## src/hdl/ale_pkg.sv

```systemverilog
// ----------------------------------------------------------------------------
// ale_pkg
// Shared widths, operation codes and status codes of the array list engine.
// ----------------------------------------------------------------------------
`default_nettype none

package ale_pkg;

    localparam int WORD_W   = 32;
    localparam int FUNC_W   = 4;
    localparam int POS_W    = 7;
    localparam int HIT_W    = 6;
    localparam int STATUS_W = 3;
    localparam int COUNT_W  = 7;

    // operation codes
    localparam logic [FUNC_W-1:0] FN_APPEND  = 4'd0;
    localparam logic [FUNC_W-1:0] FN_INSERT  = 4'd1;
    localparam logic [FUNC_W-1:0] FN_DELETE  = 4'd2;
    localparam logic [FUNC_W-1:0] FN_GET     = 4'd3;
    localparam logic [FUNC_W-1:0] FN_SET     = 4'd4;
    localparam logic [FUNC_W-1:0] FN_SEARCH  = 4'd5;
    localparam logic [FUNC_W-1:0] FN_SHL     = 4'd6;
    localparam logic [FUNC_W-1:0] FN_SHR     = 4'd7;
    localparam logic [FUNC_W-1:0] FN_ROTL    = 4'd8;
    localparam logic [FUNC_W-1:0] FN_ROTR    = 4'd9;
    localparam logic [FUNC_W-1:0] FN_REVERSE = 4'd10;
    localparam logic [FUNC_W-1:0] FN_MAXMIN  = 4'd11;

    // status codes
    localparam logic [STATUS_W-1:0] ST_OK       = 3'd0;
    localparam logic [STATUS_W-1:0] ST_BADIDX   = 3'd1;
    localparam logic [STATUS_W-1:0] ST_FULL     = 3'd2;
    localparam logic [STATUS_W-1:0] ST_EMPTY    = 3'd3;
    localparam logic [STATUS_W-1:0] ST_NOTFOUND = 3'd4;

endpackage

`default_nettype wire

```

## src/hdl/ale_if.sv

```systemverilog
// ----------------------------------------------------------------------------
// ale_if
// Valid/ready channels of the array list engine: command and result.
// ----------------------------------------------------------------------------
`default_nettype none

interface ale_cmd_if import ale_pkg::*; ();
    logic                     valid;
    logic                     ready;
    logic [FUNC_W-1:0]        func;
    logic [POS_W-1:0]         position;
    logic signed [WORD_W-1:0] value;

    modport source (output valid, func, position, value, input ready);
    modport sink   (input valid, func, position, value, output ready);
endinterface

interface ale_res_if import ale_pkg::*; ();
    logic                     valid;
    logic                     ready;
    logic signed [WORD_W-1:0] data;
    logic signed [WORD_W-1:0] data_min;
    logic [HIT_W-1:0]         hit_index;
    logic [STATUS_W-1:0]      status;
    logic [COUNT_W-1:0]       count;

    modport source (output valid, data, data_min, hit_index, status, count, input ready);
    modport sink   (input valid, data, data_min, hit_index, status, count, output ready);
endinterface

`default_nettype wire

```

## src/hdl/ale_cell.sv

```systemverilog
// ----------------------------------------------------------------------------
// ale_cell
// One list slot. While the ring advances, a slot below the tail takes the
// word of its upper neighbor and the tail slot takes the feed word.
// ----------------------------------------------------------------------------
`default_nettype none

module ale_cell import ale_pkg::*; #(
    parameter int IW    = 6,
    parameter int INDEX = 0
) (
    input  wire logic              clk,
    input  wire logic              advance,
    input  wire logic [IW-1:0]     tail,
    input  wire logic [WORD_W-1:0] right_word,
    input  wire logic [WORD_W-1:0] feed,
    output logic      [WORD_W-1:0] word
);

    localparam logic [IW-1:0] MY_INDEX = IW'(INDEX);

    logic [WORD_W-1:0] word_reg;

    always_ff @(posedge clk)
    begin
        if (advance)
        begin
            if (MY_INDEX < tail)
                word_reg <= right_word;
            else if (MY_INDEX == tail)
                word_reg <= feed;
        end
    end

    assign word = word_reg;

endmodule

`default_nettype wire

```

## src/hdl/ale_ctrl.sv

```systemverilog
// ----------------------------------------------------------------------------
// ale_ctrl
// Head of the ring: decodes a command, runs one pass of the ring under the
// head slot, builds the feed word and collects the result.
// ----------------------------------------------------------------------------
`default_nettype none

module ale_ctrl import ale_pkg::*; #(
    parameter int CAPACITY = 64
) (
    input  wire logic              clk,
    input  wire logic              rst_n,
    ale_cmd_if.sink                cmd,
    ale_res_if.source              res,
    input  wire logic [WORD_W-1:0] head_word,
    input  wire logic [WORD_W-1:0] next_word,
    output logic                   advance,
    output logic [$clog2(CAPACITY)-1:0] tail,
    output logic [WORD_W-1:0]      feed
);

    localparam int IW = $clog2(CAPACITY);
    localparam int UW = $clog2(CAPACITY + 1);
    localparam int CW = (UW > POS_W) ? UW : POS_W;

    typedef enum logic [2:0] {
        S_IDLE = 3'b001,
        S_RUN  = 3'b010,
        S_FIN  = 3'b100
    } state_t;

    state_t             state_reg, state_next;
    logic [UW-1:0]      used_reg, used_next;
    logic               res_valid_reg;

    logic [FUNC_W-1:0]   op_reg;
    logic [CW-1:0]       pos_reg;
    logic [WORD_W-1:0]   val_reg;
    logic [IW-1:0]       k_reg;
    logic [IW-1:0]       last_reg;
    logic [IW-1:0]       tail_reg;
    logic [WORD_W-1:0]   prev_reg;
    logic [STATUS_W-1:0] status_reg;
    logic [WORD_W-1:0]   data_reg;
    logic [WORD_W-1:0]   dmin_reg;
    logic [IW-1:0]       hit_reg;
    logic                found_reg;

    logic [WORD_W-1:0]   res_data_reg;
    logic [WORD_W-1:0]   res_dmin_reg;
    logic [HIT_W-1:0]    res_hit_reg;
    logic [STATUS_W-1:0] res_status_reg;
    logic [COUNT_W-1:0]  res_count_reg;

    logic                accept;
    logic                run_last;
    logic                fin_load;

    // command decode
    logic [STATUS_W-1:0] dec_status;
    logic                dec_go;
    logic [UW-1:0]       dec_len;
    logic [UW-1:0]       dec_steps;
    logic [CW-1:0]       cmd_pos_x;
    logic [CW-1:0]       used_x;
    logic                is_full;
    logic                is_empty;

    // step decode
    logic [CW-1:0]       k_x;
    logic                at_pos;
    logic                below_pos;

    assign accept   = cmd.valid && cmd.ready;
    assign run_last = (state_reg == S_RUN) && (k_reg == last_reg);
    assign fin_load = (state_reg == S_FIN) && (!res_valid_reg || res.ready);

    assign cmd_pos_x = CW'(cmd.position);
    assign used_x    = CW'(used_reg);
    assign is_full   = (used_reg == UW'(CAPACITY));
    assign is_empty  = (used_reg == '0);

    always_comb
    begin
        dec_status = ST_OK;
        dec_go     = 1'b0;
        dec_len    = used_reg;
        dec_steps  = used_reg;
        used_next  = used_reg;
        case (cmd.func)
            FN_APPEND, FN_INSERT:
            begin
                if ((cmd.func == FN_INSERT) && (cmd_pos_x > used_x))
                    dec_status = ST_BADIDX;
                else if (is_full)
                    dec_status = ST_FULL;
                else
                begin
                    dec_go    = 1'b1;
                    dec_len   = used_reg + UW'(1);
                    dec_steps = used_reg + UW'(1);
                    used_next = used_reg + UW'(1);
                end
            end
            FN_DELETE, FN_GET, FN_SET:
            begin
                if (is_empty)
                    dec_status = ST_EMPTY;
                else if (cmd_pos_x >= used_x)
                    dec_status = ST_BADIDX;
                else
                begin
                    dec_go = 1'b1;
                    if (cmd.func == FN_DELETE)
                        used_next = used_reg - UW'(1);
                end
            end
            FN_SEARCH, FN_SHR, FN_REVERSE, FN_MAXMIN:
            begin
                if (is_empty)
                    dec_status = ST_EMPTY;
                else
                begin
                    dec_go = 1'b1;
                    // search starts as a miss and is cleared on the first hit
                    if (cmd.func == FN_SEARCH)
                        dec_status = ST_NOTFOUND;
                end
            end
            FN_SHL, FN_ROTL:
            begin
                if (is_empty)
                    dec_status = ST_EMPTY;
                else
                begin
                    dec_go    = 1'b1;
                    dec_steps = UW'(1);
                end
            end
            FN_ROTR:
            begin
                // rotating left by length-1 is a right rotate by one
                if (is_empty)
                    dec_status = ST_EMPTY;
                else
                begin
                    dec_steps = used_reg - UW'(1);
                    dec_go    = (dec_steps != '0);
                end
            end
            default:
            begin
                dec_status = ST_OK;
            end
        endcase
    end

    assign k_x       = CW'(k_reg);
    assign at_pos    = (k_x == pos_reg);
    assign below_pos = (k_x < pos_reg);

    always_comb
    begin
        case (op_reg)
            FN_APPEND: feed = (k_reg == last_reg) ? val_reg : head_word;
            FN_INSERT: feed = below_pos ? head_word : (at_pos ? val_reg : prev_reg);
            FN_DELETE: feed = below_pos ? head_word : next_word;
            FN_SET:    feed = at_pos ? val_reg : head_word;
            FN_SHL:    feed = '0;
            FN_SHR:    feed = (k_reg == '0) ? '0 : prev_reg;
            default:   feed = head_word;
        endcase
    end

    assign advance = (state_reg == S_RUN);
    assign tail    = tail_reg;

    always_comb
    begin
        state_next = state_reg;
        case (state_reg)
            S_IDLE:
            begin
                if (accept)
                    state_next = dec_go ? S_RUN : S_FIN;
            end
            S_RUN:
            begin
                if (run_last)
                    state_next = S_FIN;
            end
            S_FIN:
            begin
                if (fin_load)
                    state_next = S_IDLE;
            end
            default:
            begin
                state_next = S_IDLE;
            end
        endcase
    end

    always_ff @(posedge clk or negedge rst_n)
    begin
        if (!rst_n)
        begin
            state_reg     <= S_IDLE;
            used_reg      <= '0;
            res_valid_reg <= 1'b0;
        end
        else
        begin
            state_reg <= state_next;
            if (accept)
                used_reg <= used_next;
            if (fin_load)
                res_valid_reg <= 1'b1;
            else if (res.ready)
                res_valid_reg <= 1'b0;
        end
    end

    always_ff @(posedge clk)
    begin
        if (accept)
        begin
            op_reg     <= cmd.func;
            pos_reg    <= cmd_pos_x;
            val_reg    <= cmd.value;
            k_reg      <= '0;
            last_reg   <= IW'(dec_steps - UW'(1));
            tail_reg   <= IW'(dec_len - UW'(1));
            status_reg <= dec_status;
            data_reg   <= '0;
            dmin_reg   <= '0;
            hit_reg    <= '0;
            found_reg  <= 1'b0;
        end
        else if (state_reg == S_RUN)
        begin
            k_reg    <= k_reg + IW'(1);
            prev_reg <= head_word;
            // reverse: the tail slot walks down, dropping each head below it
            if (op_reg == FN_REVERSE)
                tail_reg <= tail_reg - IW'(1);
            case (op_reg)
                FN_GET:
                begin
                    if (at_pos)
                        data_reg <= head_word;
                end
                FN_SEARCH:
                begin
                    if (!found_reg && (head_word == val_reg))
                    begin
                        found_reg  <= 1'b1;
                        hit_reg    <= k_reg;
                        status_reg <= ST_OK;
                    end
                end
                FN_MAXMIN:
                begin
                    if (k_reg == '0)
                    begin
                        data_reg <= head_word;
                        dmin_reg <= head_word;
                    end
                    else
                    begin
                        if ($signed(head_word) > $signed(data_reg))
                            data_reg <= head_word;
                        if ($signed(head_word) < $signed(dmin_reg))
                            dmin_reg <= head_word;
                    end
                end
                default:
                begin
                end
            endcase
        end

        if (fin_load)
        begin
            res_data_reg   <= data_reg;
            res_dmin_reg   <= dmin_reg;
            res_hit_reg    <= HIT_W'(hit_reg);
            res_status_reg <= status_reg;
            res_count_reg  <= COUNT_W'(used_reg);
        end
    end

    assign cmd.ready     = (state_reg == S_IDLE);
    assign res.valid     = res_valid_reg;
    assign res.data      = res_data_reg;
    assign res.data_min  = res_dmin_reg;
    assign res.hit_index = res_hit_reg;
    assign res.status    = res_status_reg;
    assign res.count     = res_count_reg;

endmodule

`default_nettype wire

```

## src/hdl/array_list_engine.sv

```systemverilog
// Sequence: an accepted command runs a ring pass of m steps, then the result is
//   registered and res.valid raised; m = 1 for shift/rotate left, length-1 for
//   rotate right, the length (plus one for append/insert) otherwise, 0 for rejected commands.
// A new command is taken only after the result of the last one is loaded; the word
//   ring moves one slot per cycle under the head unit during a pass.
// Reset: clears the length, the sequencer and the result valid; words are not cleared.
// ----------------------------------------------------------------------------
// array_list_engine
// Packed list of signed words kept in a ring of cells; one command a time.
// ----------------------------------------------------------------------------
`default_nettype none

module array_list_engine import ale_pkg::*; #(
    parameter int CAPACITY = 64
) (
    input  wire logic clk,
    input  wire logic rst_n,
    ale_cmd_if.sink   cmd,
    ale_res_if.source res
);

    localparam int IW = $clog2(CAPACITY);

    logic [WORD_W-1:0] cell_word [CAPACITY];
    logic              advance;
    logic [IW-1:0]     tail;
    logic [WORD_W-1:0] feed;

    ale_ctrl #(
        .CAPACITY (CAPACITY)
    ) u_ctrl (
        .clk       (clk),
        .rst_n     (rst_n),
        .cmd       (cmd),
        .res       (res),
        .head_word (cell_word[0]),
        .next_word (cell_word[1]),
        .advance   (advance),
        .tail      (tail),
        .feed      (feed)
    );

    for (genvar i = 0; i < CAPACITY; i++)
    begin : g_cell
        localparam int RIGHT = (i + 1 < CAPACITY) ? i + 1 : 0;

        ale_cell #(
            .IW    (IW),
            .INDEX (i)
        ) u_cell (
            .clk        (clk),
            .advance    (advance),
            .tail       (tail),
            .right_word (cell_word[RIGHT]),
            .feed       (feed),
            .word       (cell_word[i])
        );
    end

endmodule

`default_nettype wire

```

## src/flat_wrapper.sv

```systemverilog
// flat-port wrapper written by rule: the top's interface ports become plain ports
module array_list_engine_flat import ale_pkg::*;
#(
    parameter int CAPACITY = 64
)
  (clk, rst_n, cmd_valid, cmd_func, cmd_position, cmd_value, cmd_ready, res_valid, res_data, res_data_min, res_hit_index, res_status, res_count, res_ready);
  ale_cmd_if cmd_i ();
  ale_res_if res_i ();
  input  wire logic clk;
  input  wire logic rst_n;
  input wire logic [$bits(cmd_i.valid)-1:0] cmd_valid;
  input wire logic [$bits(cmd_i.func)-1:0] cmd_func;
  input wire logic [$bits(cmd_i.position)-1:0] cmd_position;
  input wire logic [$bits(cmd_i.value)-1:0] cmd_value;
  output wire logic [$bits(cmd_i.ready)-1:0] cmd_ready;
  output wire logic [$bits(res_i.valid)-1:0] res_valid;
  output wire logic [$bits(res_i.data)-1:0] res_data;
  output wire logic [$bits(res_i.data_min)-1:0] res_data_min;
  output wire logic [$bits(res_i.hit_index)-1:0] res_hit_index;
  output wire logic [$bits(res_i.status)-1:0] res_status;
  output wire logic [$bits(res_i.count)-1:0] res_count;
  input wire logic [$bits(res_i.ready)-1:0] res_ready;
  assign cmd_i.valid = cmd_valid;
  assign cmd_i.func = cmd_func;
  assign cmd_i.position = cmd_position;
  assign cmd_i.value = cmd_value;
  assign cmd_ready = cmd_i.ready;
  assign res_valid = res_i.valid;
  assign res_data = res_i.data;
  assign res_data_min = res_i.data_min;
  assign res_hit_index = res_i.hit_index;
  assign res_status = res_i.status;
  assign res_count = res_i.count;
  assign res_i.ready = res_ready;
  array_list_engine #(.CAPACITY(CAPACITY)) u_core (.clk(clk), .rst_n(rst_n), .cmd(cmd_i), .res(res_i));
endmodule
```

## config.mk

```make
export PLATFORM = sky130hd
export DESIGN_NAME = array_list_engine_flat
export DESIGN_NICKNAME = d
export VERILOG_FILES = /design/src/hdl/ale_pkg.sv /design/src/hdl/ale_if.sv /design/src/hdl/ale_cell.sv /design/src/hdl/ale_ctrl.sv /design/src/hdl/array_list_engine.sv /design/src/flat_wrapper.sv
export SDC_FILE = /design/constraint.sdc
export NUM_CORES = 2
export LEC_CHECK = 0
export BUFFER_PORTS_ARGS = -buffer_cell sky130_fd_sc_hd__buf_2
export CAP_MARGIN = 20
export CORE_ASPECT_RATIO = 1.1
export CORE_MARGIN = 5
export CORE_UTILIZATION = 55
export CTS_BUF_LIST = sky130_fd_sc_hd__clkbuf_8
export DETAILED_ROUTE_END_ITERATION = 7
export PLACE_DENSITY = 0.71
export SLEW_MARGIN = 20
export SYNTH_ARGS = -nofsm -noshare
export SYNTH_HDL_FRONTEND = slang
export SYNTH_SLANG_ARGS = --single-unit
```

## constraint.sdc

```tcl
create_clock -name clk -period 6.87 [get_ports clk]
set_clock_uncertainty 0.15 [all_clocks]
set_input_delay 0.687 -clock clk [delete_from_list [all_inputs] [get_ports clk]]
set_output_delay 0.687 -clock clk [all_outputs]
set_load 0.05 [all_outputs]
```

; ---- Word level (Yosys, flattened, before mapping)
; Index checks and enable logic that the tools add are counted.
[totals]
reg_bits = 2306
input_bits = 47
out_inout_bits = 82
word_cells = 602
[classes]
n_addsub = 6
order_cmp = 69
eq_ne = 98
mux = 180
bitwise_logic = 1
reduce_logical = 164
[ops]
columns = operator, count
row1 = $mux 32, 139
row2 = $eq 6x6->1 const A, 32
row3 = $lt 6x6->1 const A, 32
row4 = $pmux 32 s6, 1
row5 = $reduce_bool 2->1, 72
row6 = $reduce_and 2->1, 66
row7 = $eq 5x6->1 const A, 16
row8 = $lt 5x6->1 const A, 16
row9 = $pmux 32 s2, 1
row10 = $eq 4x6->1 const A, 8
row11 = $lt 4x6->1 const A, 8
row12 = $mux 6, 6
row13 = $mux 7, 5
row14 = $eq 32x32->1, 1
row15 = $eq 4x3->1 const B, 8
row16 = $gt 32x32->1, 1
row17 = $lt 32x32->1, 1
row18 = $mux 3, 10
row19 = $eq 3x6->1 const A, 4
row20 = $eq 4x4->1 const B, 6
row21 = $lt 3x6->1 const A, 4
row22 = $pmux 6 s3, 1
row23 = $sub 6x1->6 const B, 3
row24 = $eq 4x2->1 const B, 4
row25 = other kinds (41), 73

; ---- Longest topological paths before layout
[depth]
ltp_word = 7
mapped_depth = 15
depth_no_buf = 14

; ---- Least setup slack after synthesis
; Ideal clock, no wire load.
[synth_path]
kind = register to register
start = register u_core.u_ctrl.state_reg[0]
end = register u_core.g_cell[63].u_cell.word_reg[0] (enable)
setup_ps = 501
arrival_ps = 4250
required_time_ps = 6219
slack_ps = 1969
stages_incl_launch_ff = 6
n_path_buf = 2
synth_period_minus_slack_ps = 4901
cell_sequence = dfstp_2 nand2b_1 or2_2 clkbuf_1 clkbuf_1 nor4_1
[synth_between]
elab_chain_cells = 2
[synth_lines]
columns = element, line
row1 = from (decl), ale_ctrl.sv:32  ; state_t state_reg, state_next;
row2 = from (signal assigned), ale_ctrl.sv:214  ; state_reg <= state_next;
row3 = $eq 3x2->1, ale_ctrl.sv:175  ; assign advance = (state_reg == S_RUN);
row4 = $reduce_and 2->1 (no line), -
row5 = to (signal assigned), ale_cell.sv:29  ; word_reg <= right_word;
row6 = to (decl), ale_cell.sv:22  ; logic [WORD_W-1:0] word_reg;
; No other way between the ends.
; A chain may end at the register's enable or synchronous reset.

; ---- Worst setup path in the final report
[layout_path]
start = register u_core.u_ctrl.k_reg[0]
end = register u_core.g_cell[17].u_cell.word_reg[26], data pin
[layout_between]
elab_chain_cells = 6
elab_cells_between_ends = 13
classes_between = order compare: 1 / eq/ne: 2 / mux: 9 / reduce/logical: 1
[layout_lines]
columns = element, line
row1 = from (decl), ale_ctrl.sv:39  ; logic [IW-1:0] k_reg;
row2 = from (signal assigned), ale_ctrl.sv:242  ; k_reg <= k_reg + IW'(1);
row3 = branches (longest 3 deep; another with $lt 6x7->1), -
row4 = $pmux 32 s6 *, ale_ctrl.sv:164  ; case (op_reg)
row5 = $mux 32 *, ale_cell.sv:30  ; else if (MY_INDEX == tail)
row6 = $mux 32 *, ale_cell.sv:28  ; if (MY_INDEX < tail)
row7 = to (signal assigned), ale_cell.sv:29
row8 = to (decl), ale_cell.sv:22
; Mark *: on every way between the ends. The select of a mux whose other input is x is not followed.

==> flow_results.xml <==
<?xml version="1.0" encoding="UTF-8"?>
<metrics>
  <group name="worst_setup_path">
    <metric name="cpMostUsedCell" unit="">sky130_fd_sc_hd__buf_4</metric>
    <metric name="worst_r2r_end" unit="">u_core.g_cell[17].u_cell.word[26]$_DFFE_PP_</metric>
    <metric name="path_max_fanout" unit="">41</metric>
    <metric name="crit_path_max_incr_delay" unit="ns">0.79</metric>
    <metric name="critical_path_required" unit="ns">7.42</metric>
    <metric name="worst_setup_path_start_kind" unit="">flip-flop</metric>
    <metric name="r2r_slack" unit="ns">2.26</metric>
    <metric name="critical_path_end_type" unit="">flip-flop</metric>
    <metric name="timing.critical_path.buf_inv" unit="">3</metric>
    <metric name="criticalPathCategory" unit="">flip-flop to flip-flop</metric>
    <metric name="worst_reg2reg_path_length_in_cells" unit="">11</metric>
    <metric name="worst_path_cell_trace" unit="">inv_1 -&gt; ha_1 -&gt; nand4b_1 -&gt; nor2_4 -&gt; buf_4 -&gt; mux2i_1 -&gt; o221ai_1 -&gt; o21a_1 -&gt; o21ai_4 -&gt; buf_4 -&gt; o21ai_0</metric>
    <metric name="path_delay_family" unit="">compound AO/OA/AOI/OAI gates</metric>
    <metric name="cp_slowest_cell" unit="">sky130_fd_sc_hd__o21ai_4</metric>
    <metric name="r2r_start" unit="">u_core.u_ctrl.k_reg[0]$_SDFFE_PP0P_</metric>
    <metric name="cp_data_arrival_time" unit="ns">5.15</metric>
  </group>
  <group name="logic_synthesis">
    <metric name="yosysWarningCount" unit="">0</metric>
    <metric name="synth_edf_count" unit="">2218</metric>
    <metric name="most_used_standard_cells_in_the_synthesized_netlist" unit="">2218 x sky130_fd_sc_hd__edfxtp_1, 2190 x sky130_fd_sc_hd__nand2_1, 1895 x sky130_fd_sc_hd__o21ai_0</metric>
    <metric name="synth.ff_latch_count" unit="">2306</metric>
    <metric name="post_synth_main_area_contributors" unit="">sky130_fd_sc_hd__edfxtp_1 67%, sky130_fd_sc_hd__o21ai_0 9.6%, sky130_fd_sc_hd__nand2_1 8.3%</metric>
    <metric name="syn_area_per_cell" unit="µm²">11.8</metric>
    <metric name="synth_top_area_share" unit="">0.673</metric>
    <metric name="syn_inst" unit="">8369</metric>
    <metric name="share_of_synthesized_registers_carrying_an_async_set_or_reset" unit="">0.00477</metric>
    <metric name="syn-cell-area" unit="µm²">99000</metric>
    <metric name="seq_area_frac_synth" unit="">0.691</metric>
    <metric name="synth_nets" unit="">8504</metric>
    <metric name="ys.flop_type" unit="">sky130_fd_sc_hd__edfxtp_1</metric>
    <metric name="synthMostInstantiatedCell" unit="">sky130_fd_sc_hd__edfxtp_1</metric>
    <metric name="post-synth-top-area-cell" unit="">sky130_fd_sc_hd__edfxtp_1</metric>
    <metric name="ys_types" unit="">83</metric>
  </group>
  <group name="power_and_ir_drop">
    <metric name="worst_ir_drop_vdd" unit="V">0.000338</metric>
    <metric name="power.internal" unit="W">0.0259</metric>
    <metric name="switching_share" unit="">0.335</metric>
    <metric name="p_comb_frac" unit="">0.250</metric>
    <metric name="power_density" unit="nW/µm²">359</metric>
    <metric name="switchingPower" unit="W">0.0131</metric>
    <metric name="power.leakage" unit="nW">37.1</metric>
    <metric name="clkPwrFrac" unit="">0.283</metric>
    <metric name="seqPwrFrac" unit="">0.467</metric>
  </group>
  <group name="floorplan">
    <metric name="die_h" unit="µm">455</metric>
    <metric name="die_w" unit="µm">415</metric>
    <metric name="design.portCount" unit="">129</metric>
    <metric name="die-area" unit="µm²">189000</metric>
    <metric name="std_cell_rows" unit="">163</metric>
    <metric name="core-area" unit="µm²">179000</metric>
    <metric name="floorplan.initialDensity" unit="">0.552</metric>
  </group>
  <group name="cts">
    <metric name="worstSkewPairLatency" unit="ns">1.06</metric>
    <metric name="ctsRootBufferMaster" unit="">sky130_fd_sc_hd__clkbuf_8</metric>
    <metric name="cts_inserted_buffers" unit="">378</metric>
    <metric name="cts_tree" unit="">done</metric>
    <metric name="postCtsSetupBuffers" unit="">0</metric>
    <metric name="cts-resized-gates" unit="">0</metric>
    <metric name="cts.htree.levels" unit="">5</metric>
    <metric name="clkSinkCount" unit="">2306</metric>
    <metric name="clk_pin_slew_worst_paths" unit="ns">0.06</metric>
    <metric name="cts_hold_buf" unit="">48</metric>
    <metric name="cts.path.max_buffers" unit="">4</metric>
  </group>
  <group name="status">
    <metric name="outcome" unit="">complete, no violations</metric>
  </group>
  <group name="drt">
    <metric name="drt.antenna.violating_nets" unit="">0</metric>
    <metric name="number_of_remaining_drc_errors" unit="">0</metric>
    <metric name="dr.pass1.iters" unit="">6</metric>
    <metric name="postRouteWirelength" unit="µm">238000</metric>
    <metric name="drt-wirelength-per-cell" unit="µm">21.5</metric>
    <metric name="vias_per_cell" unit="">5.90</metric>
    <metric name="detailroute.via_count" unit="">65300</metric>
    <metric name="drtIter0Drc" unit="">7046</metric>
  </group>
  <group name="grt">
    <metric name="grt_remaining_overflow" unit="">0</metric>
    <metric name="grt_start_max_net_pins" unit="">98</metric>
    <metric name="grt_pass1_vias" unit="">63600</metric>
    <metric name="grt_use_total" unit="">0.249</metric>
    <metric name="grt_pass1_wl" unit="µm">369000</metric>
    <metric name="grt_antenna_before_repair" unit="">13</metric>
  </group>
  <group name="place">
    <metric name="post_dp_hpwl" unit="µm">141000</metric>
    <metric name="placedCellCount" unit="">10400</metric>
    <metric name="placement.io_buffers" unit="">128</metric>
    <metric name="final_weighted_congestion_of_routability_driven_global_placement" unit="">0.904</metric>
  </group>
  <group name="sta">
    <metric name="min_period_over_period" unit="">0.671</metric>
    <metric name="rsz_0062_raised_after_global_routing" unit="">false</metric>
    <metric name="timing_worst_slew_pin_value" unit="ns">1.07</metric>
    <metric name="maxSlewViolCount" unit="">0</metric>
    <metric name="slew_headroom" unit="">0.290</metric>
    <metric name="hold_viol_final" unit="">0</metric>
    <metric name="setup-violations-final" unit="">0</metric>
    <metric name="period_minus_slack" unit="ns">4.61</metric>
    <metric name="max_freq" unit="MHz">217</metric>
    <metric name="setup_total_negative_slack" unit="ns">0</metric>
  </group>
  <group name="worst_hold_path">
    <metric name="min_delay_worst_endpoint" unit="">u_core.u_ctrl.val_reg[25]$_DFFE_PP_</metric>
    <metric name="timing.hold.worst.start" unit="">cmd_value[25]</metric>
    <metric name="min_delay_path_depth" unit="">2</metric>
    <metric name="hp-class" unit="">input port to flip-flop</metric>
  </group>
  <group name="final_layout">
    <metric name="num-nets-final" unit="">8540</metric>
    <metric name="fraction_of_layout_instances_using_a_drive_strength_above_1" unit="">0.114</metric>
    <metric name="layout-area-overhead-vs-synth" unit="%">9.73</metric>
    <metric name="final_cell_count_no_fill" unit="">11100</metric>
    <metric name="num-fill-cells" unit="">13800</metric>
    <metric name="max_ffs_per_register" unit="">2048</metric>
  </group>
  <group name="job">
    <metric name="max_cap_viol_count" unit="">0</metric>
  </group>
</metrics>
## how the worst max path moves through the flow
stage / end / depth (start not counted) / slack (ns) / start
2_1_floorplan: u_core.g_cell[63].u_cell.word[0]$_DFFE_PP_ / 5 / 1.97 / u_core.u_ctrl.state_reg[0]$_DFFE_PN1P_
3_3_place_gp: u_core.g_cell[52].u_cell.word[26]$_DFFE_PP_ / 11 / 2.37 / u_core.u_ctrl.k_reg[0]$_SDFFE_PP0P_
3_5_place_dp: u_core.g_cell[22].u_cell.word[26]$_DFFE_PP_ / 11 / 2.31 / u_core.u_ctrl.k_reg[0]$_SDFFE_PP0P_
4_1_cts: u_core.g_cell[12].u_cell.word[26]$_DFFE_PP_ / 11 / 2.27 / u_core.u_ctrl.k_reg[0]$_SDFFE_PP0P_
5_1_grt: u_core.g_cell[13].u_cell.word[26]$_DFFE_PP_ / 11 / 1.97 / u_core.u_ctrl.k_reg[0]$_SDFFE_PP0P_
6_report: u_core.g_cell[17].u_cell.word[26]$_DFFE_PP_ / 11 / 2.26 / u_core.u_ctrl.k_reg[0]$_SDFFE_PP0P_
## per-layer routing
layer	GRT usage	wire, µm	vias to the layer above
li1	-	-	30000
met2	0.413	116000	2573
met1	0.334	95600	32200
met3	0.0430	18600	473
met4	0.0904	7910	2
met5	0	7	-
## layout make-up
| cell class | instances | area (µm²) | share of cell area |
|---|---|---|---|
| antenna | 2 | 5.00 | 0.0000461 |
| inverter | 129 | 485 | 0.00447 |
| multi-input combinational | 5217 | 27300 | 0.251 |
| timing repair buffer | 373 | 2700 | 0.0248 |
| tap | 2392 | 2990 | 0.0275 |
| clock inverter | 255 | 1370 | 0.0126 |
| sequential | 2306 | 68400 | 0.630 |
| clock buffer | 391 | 5380 | 0.0495 |
## stage by stage
stage	instance area (µm²)	setup slack [ns]	hold WS, ns	util	power, W
global route	109000	1.97	0.137	0.606	0.0411
finish	109000	2.26	0.205	0.606	0.0390
CTS	109000	2.27	0.0944	0.606	0.0392
global placement	101000	2.37	0.264	0.566	0.0279
floorplan	99000	1.97	0.241	-	0.0252
detailed placement	101000	2.31	0.259	0.566	0.0282
## logic make-up (layout without fill, tap and decap cells)
group | after synthesis | count (layout) | synth area share
buffers and inverters | 846 | 1148 | 0.0425
xor gates and xnor gates | 62 | 62 | 0.00548
adders and majority gates | 88 | 88 | 0.0111
AOI/OAI and AO/OA | 2420 | 2420 | 0.134
muxes | 177 | 177 | 0.0180
DFF | 2306 | 2306 | 0.691
and+or+nand+nor | 2470 | 2470 | 0.0976
other | 0 | 2 | 0
## power groups by stage
stage                     Clock, W  Sequential, W  Combinational [W]
after floorplan                  0         0.0184            0.00684
after detailed placement         0         0.0185            0.00970
final                       0.0110         0.0182            0.00975
after global placement           0         0.0185            0.00938
after CTS                   0.0112         0.0182            0.00975
after global routing        0.0119         0.0183             0.0109
## cells in the final DEF (no fill, tap or decap), drive strengths merged, types with 7 or more instances in the layout
master / Yosys / layout
nand4: 21 / 21
mux2: 9 / 9
dlygate4sd3: 0 / 48
buf: 171 / 325
o221ai: 33 / 33
and2: 13 / 13
o32ai: 23 / 23
nand2b: 7 / 7
or2: 9 / 9
o21a: 57 / 57
dfxtp: 77 / 77
nand2: 2190 / 2190
a211oi: 29 / 29
a31oi: 12 / 12
xnor2: 26 / 26
nor4: 13 / 13
clkbuf: 546 / 391
ha: 88 / 88
a211o: 10 / 10
dfrtp: 10 / 10
o21ai: 2075 / 2075
nor3: 25 / 25
nor2b: 9 / 9
nor2: 133 / 133
inv: 124 / 245
clkinv: 5 / 116
or3: 8 / 8
a21oi: 140 / 140
nand3: 23 / 23
edfxtp: 2218 / 2218
xor2: 36 / 36
bufinv: 0 / 12
clkinvlp: 0 / 11
mux2i: 168 / 168
(Power assumes the default switching activity.)
